[config.mk]
export PLATFORM = sky130hd
export DESIGN_NAME = multi_slot_countdown_timer
export DESIGN_NICKNAME = d
export VERILOG_FILES = /design/src/rtl/msct_pkg.sv /design/src/rtl/msct_ctrl.sv /design/src/rtl/msct_dp.sv /design/src/rtl/multi_slot_countdown_timer.sv
export SDC_FILE = /design/constraint.sdc
export NUM_CORES = 1
export LEC_CHECK = 0
export BUFFER_PORTS_ARGS = -buffer_cell sky130_fd_sc_hd__buf_2
export CORE_MARGIN = 2
export CORE_UTILIZATION = 25
export CTS_CLUSTER_SIZE = 30
export DETAILED_ROUTE_END_ITERATION = 8
export SYNTH_ARGS = -nofsm -noshare
export SYNTH_HDL_FRONTEND = slang
export SYNTH_HIERARCHICAL = 1
export SYNTH_SLANG_ARGS = --single-unit
[constraint.sdc]
create_clock -name i_clk -period 16.9 [get_ports i_clk]
set_input_delay 1.69 -clock i_clk [delete_from_list [all_inputs] [get_ports i_clk]]
set_output_delay 1.69 -clock i_clk [all_outputs]
set_load 0.01 [all_outputs]
[src/rtl/msct_pkg.sv]
// ----------------------------------------------------------------------------
// Multi-slot countdown timer package
// Shared widths, codes and the command and status bundles between the
// controller and the datapath.
// ----------------------------------------------------------------------------
package msct_pkg;

    localparam int SLOTS       = 16;
    localparam int SLOT_W      = $clog2(SLOTS);
    localparam int SID_W       = 4;
    localparam int PER_W       = 16;
    localparam int REM_W       = 26;
    localparam int MODE_W      = 2;
    localparam int KIND_W      = 2;
    localparam int MS_PER_S    = 1000;
    localparam int MAX_RESULTS = 16;
    localparam int CNT_W       = $clog2(MAX_RESULTS + 1);
    localparam int IN_DATA_W   = 24;
    localparam int OUT_DATA_W  = 8;

    localparam logic [MODE_W-1:0] MODE_TICK  = 2'd0;
    localparam logic [MODE_W-1:0] MODE_START = 2'd1;
    localparam logic [MODE_W-1:0] MODE_STOP  = 2'd2;

    localparam logic [KIND_W-1:0] KIND_START  = 2'd0;
    localparam logic [KIND_W-1:0] KIND_STOP   = 2'd1;
    localparam logic [KIND_W-1:0] KIND_EXPIRE = 2'd2;

    typedef struct packed {
        logic             rep;
        logic [PER_W-1:0] per;
        logic [REM_W-1:0] rem;
    } t_slot;

    typedef struct packed {
        logic load_item;
        logic do_start;
        logic do_stop;
        logic prime;
        logic scan_step;
        logic flush;
    } t_cmd;

    typedef struct packed {
        logic [MODE_W-1:0] mode;
        logic              out_free;
        logic              emit_req;
        logic              pend_valid;
        logic              last_slot;
    } t_stat;

endpackage

[src/rtl/msct_ctrl.sv]
// ----------------------------------------------------------------------------
// Multi-slot countdown timer controller
// Sequences decode, start, stop and the tick scan over all slots.
// ----------------------------------------------------------------------------
module msct_ctrl
    import msct_pkg::*;
(
    input  logic  i_clk,
    input  logic  i_rst_n,
    input  logic  i_tvalid,
    output logic  o_tready,
    input  t_stat i_stat,
    output t_cmd  o_cmd
);

    localparam logic [2:0] S_IDLE   = 3'd0;
    localparam logic [2:0] S_DECODE = 3'd1;
    localparam logic [2:0] S_START  = 3'd2;
    localparam logic [2:0] S_STOP   = 3'd3;
    localparam logic [2:0] S_PRIME  = 3'd4;
    localparam logic [2:0] S_SCAN   = 3'd5;
    localparam logic [2:0] S_FLUSH  = 3'd6;

    logic [2:0] r_state;
    logic [2:0] n_state;

    assign o_tready = (r_state == S_IDLE);

    always_comb begin
        n_state = r_state;
        o_cmd   = '0;
        case (r_state)
            S_IDLE: begin
                if (i_tvalid) begin
                    o_cmd.load_item = 1'b1;
                    n_state         = S_DECODE;
                end
            end
            S_DECODE: begin
                case (i_stat.mode)
                    MODE_TICK:  n_state = S_PRIME;
                    MODE_START: n_state = S_START;
                    MODE_STOP:  n_state = S_STOP;
                    default:    n_state = S_IDLE;
                endcase
            end
            S_START: begin
                if (i_stat.out_free) begin
                    o_cmd.do_start = 1'b1;
                    n_state        = S_IDLE;
                end
            end
            S_STOP: begin
                if (i_stat.out_free) begin
                    o_cmd.do_stop = 1'b1;
                    n_state       = S_IDLE;
                end
            end
            S_PRIME: begin
                o_cmd.prime = 1'b1;
                n_state     = S_SCAN;
            end
            S_SCAN: begin
                if (!(i_stat.emit_req && i_stat.pend_valid && !i_stat.out_free)) begin
                    o_cmd.scan_step = 1'b1;
                    if (i_stat.last_slot) begin
                        n_state = S_FLUSH;
                    end
                end
            end
            S_FLUSH: begin
                if (!i_stat.pend_valid) begin
                    n_state = S_IDLE;
                end else if (i_stat.out_free) begin
                    o_cmd.flush = 1'b1;
                    n_state     = S_IDLE;
                end
            end
            default: begin
                n_state = S_IDLE;
            end
        endcase
    end

    always_ff @(posedge i_clk) begin
        if (!i_rst_n) begin
            r_state <= S_IDLE;
        end else begin
            r_state <= n_state;
        end
    end

endmodule

[src/rtl/msct_dp.sv]
// ----------------------------------------------------------------------------
// Multi-slot countdown timer datapath
// Slot memory, active bits, the reload multiplier and the result register.
// ----------------------------------------------------------------------------
module msct_dp
    import msct_pkg::*;
(
    input  logic                  i_clk,
    input  logic                  i_rst_n,
    input  t_cmd                  i_cmd,
    output t_stat                 o_stat,
    input  logic [MODE_W-1:0]     i_mode,
    input  logic [SID_W-1:0]      i_slot_id,
    input  logic [PER_W-1:0]      i_secs,
    input  logic                  i_rep,
    output logic                  o_valid,
    input  logic                  i_ready,
    output logic [KIND_W-1:0]     o_kind,
    output logic [SID_W-1:0]      o_slot,
    output logic                  o_success,
    output logic                  o_last
);

    t_slot r_mem [SLOTS];
    t_slot r_rd;

    logic [MODE_W-1:0] r_mode;
    logic [SID_W-1:0]  r_sid;
    logic [PER_W-1:0]  r_secs;
    logic              r_rep;

    logic [SLOTS-1:0]  r_active;
    logic [SLOTS-1:0]  n_active;
    logic [SLOT_W-1:0] r_idx;
    logic [SLOT_W-1:0] n_idx;
    logic [SLOT_W-1:0] rd_addr;
    logic [SLOT_W-1:0] r_pend_slot;
    logic [SLOT_W-1:0] n_pend_slot;
    logic              r_pend_valid;
    logic              n_pend_valid;
    logic [CNT_W-1:0]  r_count;
    logic [CNT_W-1:0]  n_count;

    logic              r_ovalid;
    logic              n_ovalid;
    logic [KIND_W-1:0] r_okind;
    logic [KIND_W-1:0] n_okind;
    logic [SID_W-1:0]  r_oslot;
    logic [SID_W-1:0]  n_oslot;
    logic              r_osucc;
    logic              n_osucc;
    logic              r_olast;
    logic              n_olast;

    logic              wr_en;
    logic [SLOT_W-1:0] wr_addr;
    t_slot             wr_data;

    logic [PER_W-1:0]  mul_in;
    logic [REM_W-1:0]  mul_res;
    logic              free_found;
    logic [SLOT_W-1:0] free_idx;
    logic              out_free;
    logic              emit_req;
    logic              stop_ok;

    assign out_free = !r_ovalid || i_ready;
    assign mul_in   = i_cmd.scan_step ? r_rd.per : r_secs;
    assign mul_res  = REM_W'(REM_W'(mul_in) * REM_W'(MS_PER_S));
    assign emit_req = r_active[r_idx] && (r_rd.rem == '0)
                      && (r_count < CNT_W'(MAX_RESULTS));
    assign stop_ok  = (32'(r_sid) < SLOTS) && r_active[SLOT_W'(r_sid)];

    always_comb begin
        free_found = 1'b0;
        free_idx   = '0;
        for (int i = SLOTS - 1; i >= 0; i--) begin
            if (!r_active[i]) begin
                free_found = 1'b1;
                free_idx   = SLOT_W'(i);
            end
        end
    end

    always_comb begin
        if (i_cmd.prime) begin
            rd_addr = '0;
        end else if (i_cmd.scan_step) begin
            rd_addr = SLOT_W'(r_idx + SLOT_W'(1));
        end else begin
            rd_addr = r_idx;
        end
    end

    always_comb begin
        n_active     = r_active;
        n_idx        = r_idx;
        n_pend_slot  = r_pend_slot;
        n_pend_valid = r_pend_valid;
        n_count      = r_count;
        n_ovalid     = r_ovalid && !i_ready;
        n_okind      = r_okind;
        n_oslot      = r_oslot;
        n_osucc      = r_osucc;
        n_olast      = r_olast;
        wr_en        = 1'b0;
        wr_addr      = r_idx;
        wr_data      = r_rd;

        if (i_cmd.do_start) begin
            n_ovalid = 1'b1;
            n_okind  = KIND_START;
            n_osucc  = free_found;
            n_olast  = 1'b1;
            n_oslot  = free_found ? SID_W'(free_idx) : '0;
            if (free_found) begin
                n_active[free_idx] = 1'b1;
                wr_en              = 1'b1;
                wr_addr            = free_idx;
                wr_data.rep        = r_rep;
                wr_data.per        = r_secs;
                wr_data.rem        = mul_res;
            end
        end

        if (i_cmd.do_stop) begin
            n_ovalid = 1'b1;
            n_okind  = KIND_STOP;
            n_oslot  = r_sid;
            n_osucc  = stop_ok;
            n_olast  = 1'b1;
            if (stop_ok) begin
                n_active[SLOT_W'(r_sid)] = 1'b0;
            end
        end

        if (i_cmd.prime) begin
            n_idx        = '0;
            n_pend_valid = 1'b0;
            n_count      = '0;
        end

        if (i_cmd.scan_step) begin
            n_idx = SLOT_W'(r_idx + SLOT_W'(1));
            if (r_active[r_idx]) begin
                if (r_rd.rem == '0) begin
                    if (emit_req) begin
                        if (r_pend_valid) begin
                            n_ovalid = 1'b1;
                            n_okind  = KIND_EXPIRE;
                            n_oslot  = SID_W'(r_pend_slot);
                            n_osucc  = 1'b1;
                            n_olast  = 1'b0;
                        end
                        n_pend_slot  = r_idx;
                        n_pend_valid = 1'b1;
                        n_count      = CNT_W'(r_count + CNT_W'(1));
                        if (r_rd.rep) begin
                            wr_en       = 1'b1;
                            wr_data.rem = mul_res;
                        end else begin
                            n_active[r_idx] = 1'b0;
                        end
                    end
                end else begin
                    wr_en       = 1'b1;
                    wr_data.rem = r_rd.rem - REM_W'(1);
                end
            end
        end

        if (i_cmd.flush) begin
            n_ovalid     = 1'b1;
            n_okind      = KIND_EXPIRE;
            n_oslot      = SID_W'(r_pend_slot);
            n_osucc      = 1'b1;
            n_olast      = 1'b1;
            n_pend_valid = 1'b0;
        end
    end

    always_ff @(posedge i_clk) begin
        if (wr_en) begin
            r_mem[wr_addr] <= wr_data;
        end
        r_rd <= r_mem[rd_addr];
    end

    always_ff @(posedge i_clk) begin
        if (i_cmd.load_item) begin
            r_mode <= i_mode;
            r_sid  <= i_slot_id;
            r_secs <= i_secs;
            r_rep  <= i_rep;
        end
        r_okind     <= n_okind;
        r_oslot     <= n_oslot;
        r_osucc     <= n_osucc;
        r_olast     <= n_olast;
        r_pend_slot <= n_pend_slot;
    end

    always_ff @(posedge i_clk) begin
        if (!i_rst_n) begin
            r_active     <= '0;
            r_idx        <= '0;
            r_pend_valid <= 1'b0;
            r_count      <= '0;
            r_ovalid     <= 1'b0;
        end else begin
            r_active     <= n_active;
            r_idx        <= n_idx;
            r_pend_valid <= n_pend_valid;
            r_count      <= n_count;
            r_ovalid     <= n_ovalid;
        end
    end

    assign o_stat.mode       = r_mode;
    assign o_stat.out_free   = out_free;
    assign o_stat.emit_req   = emit_req;
    assign o_stat.pend_valid = r_pend_valid;
    assign o_stat.last_slot  = (r_idx == SLOT_W'(SLOTS - 1));

    assign o_valid   = r_ovalid;
    assign o_kind    = r_okind;
    assign o_slot    = r_oslot;
    assign o_success = r_osucc;
    assign o_last    = r_olast;

endmodule

[src/rtl/multi_slot_countdown_timer.sv]
// ----------------------------------------------------------------------------
// Multi-slot countdown timer bank
// Start and stop answers are loaded into the result register after the input
// beat is decoded, once the output is free; a new item is taken only when the
// last one is done. A tick scans one slot per cycle unless a held result beat stalls it.
// The scan rate is set by the single read port of the slot memory.
// Reset is synchronous and clears all active bits and the control state.
// ----------------------------------------------------------------------------
module multi_slot_countdown_timer
    import msct_pkg::*;
(
    input  logic                  i_clk,
    input  logic                  i_rst_n,
    input  logic                  i_s_tvalid,
    output logic                  o_s_tready,
    // Fields from bit 0: slot_id[3:0], interval_seconds[19:4], repeat_flag[20].
    input  logic [IN_DATA_W-1:0]  i_s_tdata,
    // Fields from bit 0: mode[1:0].
    input  logic [MODE_W-1:0]     i_s_tuser,
    output logic                  o_m_tvalid,
    input  logic                  i_m_tready,
    // Fields from bit 0: slot_out[3:0], success[4].
    output logic [OUT_DATA_W-1:0] o_m_tdata,
    // Fields from bit 0: event_kind[1:0].
    output logic [KIND_W-1:0]     o_m_tuser,
    output logic                  o_m_tlast
);

    t_cmd             cmd;
    t_stat            stat;
    logic [SID_W-1:0] out_slot;
    logic             out_success;

    msct_ctrl u_ctrl (
        .i_clk    (i_clk),
        .i_rst_n  (i_rst_n),
        .i_tvalid (i_s_tvalid),
        .o_tready (o_s_tready),
        .i_stat   (stat),
        .o_cmd    (cmd)
    );

    msct_dp u_dp (
        .i_clk     (i_clk),
        .i_rst_n   (i_rst_n),
        .i_cmd     (cmd),
        .o_stat    (stat),
        .i_mode    (i_s_tuser),
        .i_slot_id (i_s_tdata[SID_W-1:0]),
        .i_secs    (i_s_tdata[SID_W+PER_W-1:SID_W]),
        .i_rep     (i_s_tdata[SID_W+PER_W]),
        .o_valid   (o_m_tvalid),
        .i_ready   (i_m_tready),
        .o_kind    (o_m_tuser),
        .o_slot    (out_slot),
        .o_success (out_success),
        .o_last    (o_m_tlast)
    );

    assign o_m_tdata = {{(OUT_DATA_W - SID_W - 1){1'b0}}, out_success, out_slot};

    a_one_cmd: assert property (@(posedge i_clk) disable iff (!i_rst_n)
        $onehot0({cmd.load_item, cmd.do_start, cmd.do_stop, cmd.prime,
                  cmd.scan_step, cmd.flush}))
        else $error("more than one datapath command in a cycle");

    a_answer_room: assert property (@(posedge i_clk) disable iff (!i_rst_n)
        (cmd.do_start || cmd.do_stop || cmd.flush) |-> stat.out_free)
        else $error("answer loaded while result register is held");

    a_expire_room: assert property (@(posedge i_clk) disable iff (!i_rst_n)
        (cmd.scan_step && stat.emit_req && stat.pend_valid) |-> stat.out_free)
        else $error("expiry event loaded while result register is held");

    a_flush_pending: assert property (@(posedge i_clk) disable iff (!i_rst_n)
        cmd.flush |=> !stat.pend_valid)
        else $error("pending expiry not cleared by flush");

endmodule
==> impl_metrics.sql, run 1 <==
INSERT INTO impl_metrics (metric_group, metric, value, unit) VALUES
('global_routing', 'first_global_vias', '18700', ''),
('place', 'dp.final_hpwl', '43000', 'um'),
('critical_path', 'crit_chain', 'mux4_2 -> a22o_1 -> nor2_1 -> nor3_1 -> nand3b_1 -> nor2b_4 -> buf_4 -> mux2i_1 -> fa_1 -> fa_1 -> fa_1 -> fa_1 -> inv_1 -> ha_1 -> and3_1 -> nand3_1 -> or2_2 -> o21ai_0 -> xor2_1 -> a31oi_1 -> a21oi_1', ''),
('synth', 'synth_async_reset_ratio', '0', '%'),
('routing', 'first_pass_iters', '6', ''),
('power', 'pwr-share-comb', '20.6', '%'),
('routing', 'number_of_violations_reported_at_the_end_of_detailed_routing_iteration_0', '1863', ''),
('routing', 'detail_route.vias_per_cell', '4.70', ''),
('synth', 'largest_family_of_logic_cells_by_synthesized_area', 'multiplexers', ''),
('layout', 'finish.instance_area', '39800', 'um^2'),
('synth', 'syn_inst', '2094', ''),
('global_routing', 'grt.total_usage', '11.3', '%'),
('cts', 'cts_inserted_buffers', '80', ''),
('sta', 'final.setup.tns', '0', 'ns'),
('cts', 'tritoncts', 'done', ''),
('floorplanning', 'initial_utilization', '25.2', '%'),
('critical_path', 'critical_path.startpoint_type', 'flop', ''),
('synth', 'synth.avg_cell_area', '16.5', 'um^2'),
('synth', 'synth-edff-count', '715', ''),
('cts', 'cts_post_setup_buffers_inserted', '0', ''),
('synth', 'synth_xor_area_share', '0.558', '%'),
('sta', 'slew_headroom', '13.5', '%'),
('min_path', 'worstHoldPathType', 'reg2reg', ''),
('flow_run', 'maxCapViolCount', '0', ''),
('synth', 'ys_top_cells_by_area', 'sky130_fd_sc_hd__edfxtp_1, sky130_fd_sc_hd__mux4_2, sky130_fd_sc_hd__dfxtp_1, sky130_fd_sc_hd__fa_1, sky130_fd_sc_hd__ha_1', ''),
('layout', 'num-nets-final', '2299', ''),
('sta', 'post-route-period-util', '53.9', '%'),
('synth', 'fraction_of_synthesized_area_in_multiplexers', '12.4', '%'),
('layout', 'areaGrowthSynthToFinish', '15.4', '%'),
('critical_path', 'worst_path_largest_cell_delay', '0.96', 'ns'),
('sta', 'final-hold-violation-count', '0', ''),
('sta', 'hold_slack', '0.437', 'ns'),
('cts', 'clk_sinks', '796', ''),
('floorplanning', 'placementRows', '136', ''),
('synth', 'synthesis.yosys.warnings', '6', ''),
('cts', 'ctsLongestPathBuffers', '3', ''),
('power', 'vdd.ir_drop.worst', '0.0000996', 'V'),
('sta', 'setup-violations-final', '0', ''),
('synth', 'complex_gate_fraction_of_the_synthesized_area', '5.88', '%'),
('power', 'p_leak', '12.6', 'nW'),
('sta', 'slew_violations', '0', ''),
('sta', 'fin_ws', '7.79', 'ns'),
('routing', 'wirelength', '81000', 'um'),
('critical_path', 'critPathRequiredTime', '17.15', 'ns'),
('sta', 'timing.clock.skew', '0.0399', 'ns'),
('power', 'switching_share', '27.4', '%'),
('global_routing', 'grt_start_max_net_pins', '62', ''),
('routing', 'wire_per_inst', '20.2', 'um'),
('critical_path', 'critPathMaxFanout', '25', ''),
('global_routing', 'antenna_violations_before_repair', '5', ''),
('cts', 'postCtsResizedCells', '0', ''),
('power', 'cellPowerDensity', '130', 'nW/um^2'),
('routing', 'route.antenna.remaining_nets', '0', ''),
('floorplanning', 'dieWidth', '375', 'um'),
('layout', 'fillerInstances', '13500', ''),
('place', 'port_buffers', '36', ''),
('place', 'globalplace.congestion', '0.831', ''),
('floorplanning', 'std_cell_core_area', '137000', 'um^2'),
('global_routing', 'first_pass_grt_wire_length', '121000', 'um'),
('synth', 'syn_area', '34500', 'um^2'),
('floorplanning', 'top_level_i_o_count', '43', ''),
('outcome', 'run_status', 'finished clean', ''),
('floorplanning', 'die_y', '375', 'um'),
('routing', 'vias', '18900', ''),
('routing', 'drc', '0', ''),
('synth', 'ys_seq_elements', '796', ''),
('cts', 'worst_skew_pair.late_latency', '0.64', 'ns'),
('synth', 'simple_gate_area_share_of_the_yosys_netlist', '6.38', '%'),
('critical_path', 'crit_path_frequent_cell', 'sky130_fd_sc_hd__fa_1', ''),
('synth', 'synth_cell_type_count', '76', ''),
('sta', 'unrepaired_setup_endpoints_after_global_routing', 'no', '');
[power by group through the flow]
| stage | registers (mW) | clock network (mW) | logic, mW |
|---|---|---|---|
| after global placement | 2.27 | 0 | 1.06 |
| after CTS | 2.23 | 1.92 | 1.07 |
| after detailed placement | 2.27 | 0 | 1.06 |
| after floorplan | 2.27 | 0 | 0.795 |
| final | 2.23 | 1.88 | 1.07 |
| after global routing | 2.23 | 1.99 | 1.21 |
[metal layers]
layer  global-route usage [%]  share of wire (%)
met1                     16.5                 47
met2                     17.5                 45
met3                     1.93                6.4
met4                     2.70                1.8
met5                        0              0.081
[cell usage in the layout, fill, tap and decap left out, drive strengths merged, types with 5 or more instances in the layout]
cell	Yosys	final
edfxtp	715	715
nand2	191	191
mux4	181	181
clkbuf	63	113
inv	97	102
dfxtp	81	81
buf	43	81
nor2	76	76
a31oi	70	70
ha	62	62
a21oi	60	60
o21ai	55	55
fa	54	54
a211oi	54	54
and2	51	51
nor3	26	26
clkinv	0	19
mux2i	17	17
nand3	14	14
nand2b	13	13
or3	12	12
bufinv	0	11
xor2	11	11
xnor2	11	11
nand4	10	10
nor4	10	10
and3	9	9
or2	9	9
nand3b	7	7
a21o	7	7
nor2b	7	7
o31ai	7	7
a311oi	7	7
o211ai	6	6
a221oi	6	6
o21a	5	5
[final timing paths]
| check | start | end | slack (ns) | cells after the start |
|---|---|---|---|---|
| setup / recovery | u_dp/r_idx[0]$_SDFFE_PN0P_ | u_dp/r_mem[3][20]$_DFFE_PP_ | 7.79 | 21 |
| hold reg to reg | u_dp/o_kind[1]$_SDFF_PP1_ | u_dp/o_kind[1]$_SDFF_PP1_ | 0.44 | 2 |
| setup reg to reg | u_dp/r_idx[0]$_SDFFE_PN0P_ | u_dp/r_mem[3][20]$_DFFE_PP_ | 7.79 | 21 |
| hold / removal | u_dp/o_kind[1]$_SDFF_PP1_ | u_dp/o_kind[1]$_SDFF_PP1_ | 0.44 | 2 |
[flip-flops by register name, indices dropped and copies added, names as in the netlist]
register           flops
u_dp/r_mem           688
u_dp/r_rd             43
u_dp/r_active         16
u_dp/r_secs           16
u_dp/r_count           5
u_dp/o_slot            4
u_dp/r_idx             4
u_dp/r_pend_slot       4
u_dp/r_sid             4
u_ctrl/r_state         3
u_dp/o_kind            2
u_dp/r_mode            2
u_dp/o_last            1
u_dp/o_success         1
u_dp/o_valid           1
u_dp/r_pend_valid      1
u_dp/r_rep             1
[logic make-up after synthesis]
family	Yosys count
DFF	796
other	1
AOI/OAI and AO/OA	310
xor gates and xnor gates	22
muxes	201
and+or+nand+nor	445
adders and majority gates	116
buffers and inverters	203
[critical path: cells and delay by family, from the launching register on]
kind | cells | cell delay [ns]
XOR/XNOR | 1 | 0.37
multiplexers | 2 | 1.52
AND/OR/NAND/NOR | 7 | 1.49
buffers and inverters | 2 | 0.46
adder cells (fa/ha/maj) | 5 | 2.45
flip-flops | 1 | 0.66
AO/OA/AOI/OAI | 4 | 1.68
[through the flow]
step | instances | utilization, %
after floorplan | 2096 | -
after global placement | 3865 | 27.0
after detailed placement | 3865 | 27.0
after CTS | 4014 | 29.0
after global routing | 4014 | 29.0
final | 4017 | 29.0
[cell type report]
class / count / area [um^2] / share of cell area [%]
multi-input combinational: 1097 / 10800 / 27.0
tap: 1794 / 2240 / 5.64
clock inverter: 36 / 523 / 1.31
sequential: 796 / 23100 / 58.0
clock buffer: 113 / 2310 / 5.80
antenna: 3 / 7.51 / 0.0189
inverter: 97 / 364 / 0.914
timing repair buffer: 81 / 518 / 1.30
[Yosys cell counts (12+ instances only)]
library cell and count:
sky130_fd_sc_hd__buf_2 31, sky130_fd_sc_hd__nor2_1 76, sky130_fd_sc_hd__edfxtp_1 715, sky130_fd_sc_hd__ha_1 62, sky130_fd_sc_hd__dfxtp_1 81, sky130_fd_sc_hd__a31oi_1 70
sky130_fd_sc_hd__mux4_2 181, sky130_fd_sc_hd__nor3_1 22, sky130_fd_sc_hd__inv_1 97, sky130_fd_sc_hd__mux2i_1 17, sky130_fd_sc_hd__nand2b_1 12, sky130_fd_sc_hd__fa_1 54
sky130_fd_sc_hd__nand2_1 191, sky130_fd_sc_hd__a21oi_1 57, sky130_fd_sc_hd__a211oi_1 54, sky130_fd_sc_hd__and2_1 49, sky130_fd_sc_hd__clkbuf_1 63, sky130_fd_sc_hd__o21ai_0 53
sky130_fd_sc_hd__nand3_1 13
No activity file was read; power rests on OpenSTA's default activity.
==> inputs of run 2 (changes only) <==
Settings changed: ABC_AREA set to 1.
Clock period 16.9 ns to 8.5 ns, I/O delays scaled along.
==> impl_metrics.sql, run 2 <==
INSERT INTO impl_metrics (metric_group, metric, value, unit) VALUES
('place', 'dp.final_hpwl', '57000', 'um'),
('cts', 'ctsHtreeMaxLevel', '3', ''),
('layout', 'largest_register_ff_count', '688', ''),
('global_routing', 'met2_usage', '21.6', '%'),
('global_routing', 'antenna_violations_before_repair', '6', ''),
('synth', 'ys_top_cells_by_area', 'sky130_fd_sc_hd__edfxtp_1, sky130_fd_sc_hd__nand2_1, sky130_fd_sc_hd__mux2_2, sky130_fd_sc_hd__dfxtp_1, sky130_fd_sc_hd__o21ai_0', ''),
('sta', 'final.setup.tns', '0', 'ns'),
('cts', 'path_clk_slew', '0.06', 'ns'),
('critical_path', 'worst_path_largest_cell_delay', '0.52', 'ns'),
('routing', 'wirelength', '99900', 'um'),
('sta', 'slew_headroom', '18.2', '%'),
('synth', 'synth_async_reset_ratio', '0', '%'),
('synth', 'synth_cell_type_count', '52', ''),
('floorplanning', 'dieWidth', '388', 'um'),
('synth', 'synthesis.yosys.warnings', '6', ''),
('layout', 'areaGrowthSynthToFinish', '16.3', '%'),
('global_routing', 'first_pass_grt_wire_length', '151000', 'um'),
('place', 'port_buffers', '36', ''),
('cts', 'tritoncts', 'done', ''),
('synth', 'syn_area', '36800', 'um^2'),
('cts', 'worst_skew_pair.late_latency', '0.68', 'ns'),
('synth', 'synth-edff-count', '715', ''),
('global_routing', 'grt_start_max_net_pins', '149', ''),
('critical_path', 'worst-setup-path-type', 'reg2reg', ''),
('sta', 'post-route-period-util', '93.3', '%'),
('global_routing', 'globalRoute.busiestLayer', 'met2', ''),
('layout', 'final_common_cell', 'sky130_fd_sc_hd__edfxtp_1', ''),
('power', 'cellPowerDensity', '273', 'nW/um^2'),
('synth', 'synth_area_leader_cell', 'sky130_fd_sc_hd__edfxtp_1', ''),
('floorplanning', 'top_level_i_o_count', '43', ''),
('critical_path', 'critical_path.startpoint_type', 'flop', ''),
('floorplanning', 'std_cell_core_area', '146000', 'um^2'),
('synth', 'post-synth-top-count-cell', 'sky130_fd_sc_hd__edfxtp_1', ''),
('place', 'globalplace.congestion', '0.910', ''),
('critical_path', 'cpMaxStageDelayCell', 'sky130_fd_sc_hd__fa_1', ''),
('routing', 'drc', '0', ''),
('sta', 'maximum_operating_frequency', '126', 'MHz'),
('min_path', 'hold_path_startpoint', 'i_s_tdata[19]', ''),
('synth', 'seq_area_frac_synth', '62.7', '%'),
('power', 'vdd.ir_drop.worst', '0.000208', 'V'),
('cts', 'clk_sinks', '796', ''),
('sta', 'worst_slew_pin_slew', '1.23', 'ns'),
('outcome', 'run_status', 'finished clean', ''),
('global_routing', 'first_global_vias', '24200', ''),
('routing', 'detail_route.vias_per_cell', '4.72', ''),
('floorplanning', 'die_y', '388', 'um'),
('global_routing', 'overall_overflow_remaining_after_global_route', '0', ''),
('layout', 'fillerInstances', '14800', ''),
('critical_path', 'r2r_end', 'u_dp/r_mem[13][12]$_DFFE_PP_', ''),
('critical_path', 'worst-r2r-cell-count', '37', ''),
('global_routing', 'grtUsageMet3', '1.94', '%'),
('synth', 'syn_inst', '3185', ''),
('synth', 'synth.avg_cell_area', '11.6', 'um^2'),
('cts', 'cts-root-buf', 'sky130_fd_sc_hd__clkbuf_16', ''),
('power', 'p_leak', '14.6', 'nW'),
('min_path', 'min_delay_path_depth', '1', ''),
('layout', 'reg.largest.list', 'u_dp/r_mem x688, u_dp/r_rd x43', ''),
('sta', 'timing.clock.skew', '0.0411', 'ns'),
('place', 'placed_area', '40000', 'um^2'),
('layout', 'leading_cell_types_in_the_layout_fill_and_taps_excluded', 'sky130_fd_sc_hd__edfxtp_1, sky130_fd_sc_hd__nand2_1, sky130_fd_sc_hd__o21ai_0', ''),
('routing', 'wire_per_inst', '19.0', 'um'),
('synth', 'ys.flop_type', 'sky130_fd_sc_hd__edfxtp_1', ''),
('routing', 'route.antenna.remaining_nets', '0', ''),
('synth', 'ys_seq_elements', '796', ''),
('routing', 'vias', '24800', ''),
('critical_path', 'critPathArrivalTime', '8.29', 'ns'),
('layout', 'num-nets-final', '3413', ''),
('layout', 'top_register', 'u_dp/r_mem', ''),
('synth', 'synth.cells.most_frequent', 'sky130_fd_sc_hd__edfxtp_1, sky130_fd_sc_hd__nand2_1, sky130_fd_sc_hd__o21ai_0', ''),
('critical_path', 'critPathRequiredTime', '8.86', 'ns'),
('sta', 'unrepaired_setup_endpoints_after_global_routing', 'no', ''),
('sta', 'layout_min_cycle_time', '7.93', 'ns'),
('floorplanning', 'fp.dieArea', '150000', 'um^2'),
('layout', 'n_antenna_cell', '0', ''),
('layout', 'final_layout_size_suffix_gt1_share', '15.4', '%'),
('floorplanning', 'initial_utilization', '25.2', '%'),
('sta', 'slew_violations', '0', ''),
('cts', 'ctsLongestPathBuffers', '3', ''),
('sta', 'setup-violations-final', '0', ''),
('critical_path', 'r2r_setup_slack', '0.57', 'ns'),
('critical_path', 'crit_path_frequent_cell', 'sky130_fd_sc_hd__buf_4', ''),
('min_path', 'whs_endpoint', 'u_dp/r_secs[15]$_DFFE_PP_', ''),
('flow_run', 'maxCapViolCount', '0', ''),
('floorplanning', 'placementRows', '140', ''),
('critical_path', 'critPathMaxFanout', '20', ''),
('sta', 'final-hold-violation-count', '0', ''),
('critical_path', 'worst_setup_path_end_kind', 'flop', ''),
('global_routing', 'grt.met1_usage', '17.5', '%'),
('min_path', 'worstHoldPathType', 'in2reg', ''),
('synth', 'synthDominantCellAreaShare', '58.3', '%'),
('cts', 'cts_inserted_buffers', '87', ''),
('critical_path', 'critical_path.reg2reg.startpoint', 'u_dp/r_rd[0]$_DFF_P_', ''),
('critical_path', 'critPathLaunch', 'u_dp/r_rd[0]$_DFF_P_', ''),
('global_routing', 'grt.total_usage', '13.0', '%'),
('routing', 'first_pass_iters', '6', ''),
('routing', 'number_of_violations_reported_at_the_end_of_detailed_routing_iteration_0', '2174', ''),
('layout', 'finish.instance_area', '42800', 'um^2');
run 2: cell types whose count changed after synthesis, sizes merged, moves of 57 or more:
cell    change
o21ai     +282
mux2      +147
nand3     +215
mux4      -181
nor2       +78
inv       +141
clkbuf     +57
o211ai     +83
nand2     +369
run 2: final cells by class:
| cell class | count | area (um^2) | area share [%] |
|---|---|---|---|
| clock buffers | 114 | 2330 | 5.44 |
| clock inverters | 49 | 479 | 1.12 |
| inverters | 239 | 917 | 2.14 |
| multi-input cells | 1972 | 12300 | 28.6 |
| flip-flops and latches | 796 | 23100 | 53.9 |
| well taps | 1917 | 2400 | 5.60 |
| repair buffers | 170 | 1340 | 3.12 |
| repair inverters | 1 | 7.51 | 0.0175 |
run 2: layer usage:
metal,vias to the layer above,routed length [um]
met4,6,2290
met2,770,47400
met5,-,44
met1,12300,44100
met3,148,6030
li1,11600,-
run 2: worst max path at each step:
stage	end	cells after the start
finish	u_dp/r_mem[13][12]$_DFFE_PP_	37
global route	u_dp/r_mem[13][12]$_DFFE_PP_	37
CTS	u_dp/r_mem[13][12]$_DFFE_PP_	40
detailed placement	u_dp/r_mem[13][12]$_DFFE_PP_	36
global placement	u_dp/r_mem[5][12]$_DFFE_PP_	36
floorplan	u_dp/r_mem[0][14]$_DFFE_PP_	35
run 2: timing repair:
item                       4_1_cts  5_1_grt
hold buffers                     0        0
buffers inserted                 0        1
hold endpoints to repair         0        0
setup endpoints to repair        0       16
gates resized for setup          0        2
run 2: power breakdown:
group	switching, mW	internal [mW]	leakage, nW
registers	0.0541	4.53	7.12
logic	2.03	1.41	6.10
clock network	1.57	2.10	1.36
total	3.66	8.04	14.6
run 2: cell families (layout without fill, tap and decap cells):
kind of cell | count (synthesis) | count (layout) | synth area share, %
mux | 172 | 172 | 5.18
xor+xnor | 27 | 27 | 0.642
buf+inv | 419 | 573 | 4.57
simple gates | 989 | 989 | 11.5
flops | 796 | 796 | 62.7
fa+ha+maj | 116 | 116 | 5.04
compound gates | 665 | 665 | 10.3
other cells | 1 | 3 | 0.0102
run 2: worst max-delay path, delay by kind of cell, from the launching register on:
kind,cells,cell delay [ns]
AOI/OAI and AO/OA,4,0.89
xor gates and xnor gates,1,0.09
adders and majority gates,6,2.26
buffers and inverters,12,1.89
DFF,1,0.31
and+or+nand+nor,14,2.13
run 2: through the flow:
step	utilization [%]	setup WS (ns)	total power, mW	instances	hold slack [ns]
2_1_floorplan	-	1.36	6.79	3187	0.403
3_3_place_gp	27.4	0.610	8.03	5093	0.433
3_5_place_dp	27.4	0.573	8.06	5093	0.457
4_1_cts	29.3	0.524	11.8	5256	0.310
5_1_grt	29.3	0.0362	12.4	5258	0.326
6_report	29.3	0.570	11.7	5258	0.350
==> inputs of run 3 (changes only) <==
Settings changed: CORE_UTILIZATION 25 to 58, PLACE_DENSITY set to 0.74, REMOVE_ABC_BUFFERS set to 1, SLEW_MARGIN set to 0.
==> impl_metrics.sql, run 3 (same netlist as run 2, synthesis figures left out) <==
INSERT INTO impl_metrics (metric_group, metric, value, unit) VALUES
('layout', 'num-nets-final', '3390', ''),
('layout', 'areaGrowthSynthToFinish', '12.1', '%'),
('layout', 'largest_register_ff_count', '688', ''),
('routing', 'wire_per_inst', '22.7', 'um'),
('routing', 'wirelength', '94500', 'um'),
('sta', 'unrepaired_setup_endpoints_after_global_routing', 'no', ''),
('critical_path', 'cpMaxStageDelayCell', 'sky130_fd_sc_hd__fa_1', ''),
('routing', 'route.antenna.remaining_nets', '0', ''),
('flow_run', 'maxCapViolCount', '0', ''),
('place', 'dp.final_hpwl', '53300', 'um'),
('floorplanning', 'top_level_i_o_count', '43', ''),
('routing', 'first_pass_iters', '8', ''),
('critical_path', 'critical_path.startpoint_type', 'flop', ''),
('layout', 'leading_cell_types_in_the_layout_fill_and_taps_excluded', 'sky130_fd_sc_hd__edfxtp_1, sky130_fd_sc_hd__nand2_1, sky130_fd_sc_hd__o21ai_0', ''),
('global_routing', 'grt.total_usage', '28.7', '%'),
('layout', 'reg.largest.list', 'u_dp/r_mem x688, u_dp/r_rd x43', ''),
('cts', 'tritoncts', 'done', ''),
('cts', 'clk_sinks', '796', ''),
('global_routing', 'overall_overflow_remaining_after_global_route', '0', ''),
('cts', 'cts-root-buf', 'sky130_fd_sc_hd__clkbuf_16', ''),
('sta', 'layout_min_cycle_time', '8.02', 'ns'),
('critical_path', 'critPathRequiredTime', '8.82', 'ns'),
('global_routing', 'antenna_violations_before_repair', '0', ''),
('place', 'port_buffers', '36', ''),
('critical_path', 'critPathMaxFanout', '16', ''),
('critical_path', 'worst_setup_path_end_kind', 'flop', ''),
('cts', 'ctsLongestPathBuffers', '3', ''),
('sta', 'worst_slew_pin_slew', '1.28', 'ns'),
('floorplanning', 'dieWidth', '256', 'um'),
('floorplanning', 'die_y', '256', 'um'),
('layout', 'seqCellArea', '23100', 'um^2'),
('global_routing', 'grt.met1_usage', '38.8', '%'),
('power', 'p_leak', '14.5', 'nW'),
('sta', 'hold_slack', '0.374', 'ns'),
('critical_path', 'critPathArrivalTime', '8.34', 'ns'),
('power', 'cellPowerDensity', '279', 'nW/um^2'),
('outcome', 'run_status', 'finished clean', ''),
('min_path', 'worstHoldPathType', 'in2reg', ''),
('routing', 'drc', '0', ''),
('global_routing', 'grtUsageMet3', '5.16', '%'),
('cts', 'ctsHtreeMaxLevel', '3', ''),
('sta', 'fin_ws', '0.477', 'ns'),
('global_routing', 'met2_usage', '46.9', '%'),
('layout', 'n_antenna_cell', '0', ''),
('floorplanning', 'std_cell_core_area', '63000', 'um^2'),
('global_routing', 'grt_start_max_net_pins', '102', ''),
('cts', 'cts_inserted_buffers', '79', ''),
('sta', 'timing.clock.skew', '0.0273', 'ns'),
('cts', 'worst_skew_pair.late_latency', '0.65', 'ns'),
('critical_path', 'worst-setup-path-type', 'reg2reg', ''),
('layout', 'top_register', 'u_dp/r_mem', ''),
('place', 'placed_area', '38400', 'um^2'),
('sta', 'maximum_operating_frequency', '125', 'MHz'),
('routing', 'number_of_violations_reported_at_the_end_of_detailed_routing_iteration_0', '2921', ''),
('floorplanning', 'fp.dieArea', '65500', 'um^2'),
('global_routing', 'first_pass_grt_wire_length', '144000', 'um'),
('sta', 'final-hold-violation-count', '0', ''),
('critical_path', 'worst_path_largest_cell_delay', '0.60', 'ns'),
('cts', 'path_clk_slew', '0.06', 'ns'),
('layout', 'final_layout_size_suffix_gt1_share', '15.3', '%'),
('power', 'total_power', '11.5', 'mW'),
('power', 'vdd.ir_drop.worst', '0.000257', 'V'),
('layout', 'final_common_cell', 'sky130_fd_sc_hd__edfxtp_1', ''),
('sta', 'slew_headroom', '14.1', '%'),
('floorplanning', 'initial_utilization', '58.5', '%'),
('global_routing', 'globalRoute.busiestLayer', 'met2', ''),
('sta', 'slew_violations', '0', ''),
('layout', 'finish.instance_area', '41300', 'um^2'),
('layout', 'fillerInstances', '4705', ''),
('cts', 'cts_hold_repair.buffers', '0', ''),
('sta', 'post-route-period-util', '94.4', '%'),
('critical_path', 'crit_path_frequent_cell', 'sky130_fd_sc_hd__inv_1', ''),
('routing', 'detail_route.vias_per_cell', '6.12', ''),
('routing', 'vias', '25400', ''),
('floorplanning', 'placementRows', '92', ''),
('sta', 'setup-violations-final', '0', ''),
('sta', 'final.setup.tns', '0', 'ns'),
('layout', 'multi_input_area', '12300', 'um^2'),
('place', 'globalplace.congestion', '0.952', ''),
('place', 'pre_cts_slack', '0.114', 'ns'),
('global_routing', 'first_global_vias', '25200', '');
run 3: cell count changes in the layout (fill, tap and decap cells not counted), moves of 4 or more:
cell                        before  now
sky130_fd_sc_hd__bufinv_16       5   11
sky130_fd_sc_hd__clkinv_1       20    7
sky130_fd_sc_hd__clkbuf_16      87   80
sky130_fd_sc_hd__a22oi_2         0    4
sky130_fd_sc_hd__a22oi_1         7    3
sky130_fd_sc_hd__buf_4         122  111
run 3: stage by stage:
step           utilization, %  std cells
3_3_place_gp             61.0       4006
4_1_cts                  65.4       4154
5_1_grt                  65.5       4157
3_5_place_dp             61.0       4006
6_report                 65.5       4157
2_1_floorplan               -       3007
run 3: path summary, 6_finish.rpt:
path | slack [ns] | startpoint | depth (start not counted) | endpoint
worst max-delay path | 0.48 | u_dp/r_rd[0]$_DFF_P_ | 33 | u_dp/r_mem[5][12]$_DFFE_PP_
worst min-delay path | 0.37 | i_s_tdata[14] | 1 | u_dp/r_secs[10]$_DFFE_PP_
worst max register to register | 0.48 | u_dp/r_rd[0]$_DFF_P_ | 33 | u_dp/r_mem[5][12]$_DFFE_PP_
worst min register to register | 0.46 | u_dp/r_pend_slot[3]$_DFFE_PP_ | 2 | u_dp/o_slot[3]$_DFF_P_
run 3: worst max-delay path: cells and delay by family, from the launching register on:
family	cells	cell delay [ns]
AOI/OAI and AO/OA	5	1.22
and+or+nand+nor	13	2.28
buffers and inverters	8	1.10
adders and majority gates	6	2.64
xor gates and xnor gates	1	0.13
DFF	1	0.32
run 3: final cells by class:
type                    instances  area share [%]
clock buffers                 105            5.22
clock inverters                43            1.35
inverters                     239            2.21
multi-input cells            1972            29.8
flip-flops and latches        796            56.0
well taps                     846            2.57
repair buffers                156            2.89
run 3: timing repair:
action / CTS / global route
gates resized for setup: 0 / 13
setup buffers: 0 / 3
setup endpoints to repair: 0 / 176
run 3: report_power, final:
group / internal [mW] / switching [mW]
registers: 4.53 / 0.0510
clock network: 2.14 / 1.48
logic: 1.34 / 1.99
total: 8.00 / 3.53
run 3: per-layer routing:
layer | up-vias | part of all wire [%]
met2 | 1246 | 48
met4 | 0 | 3.2
met5 | - | 0
li1 | 11500 | -
met3 | 211 | 8.8
met1 | 12500 | 40
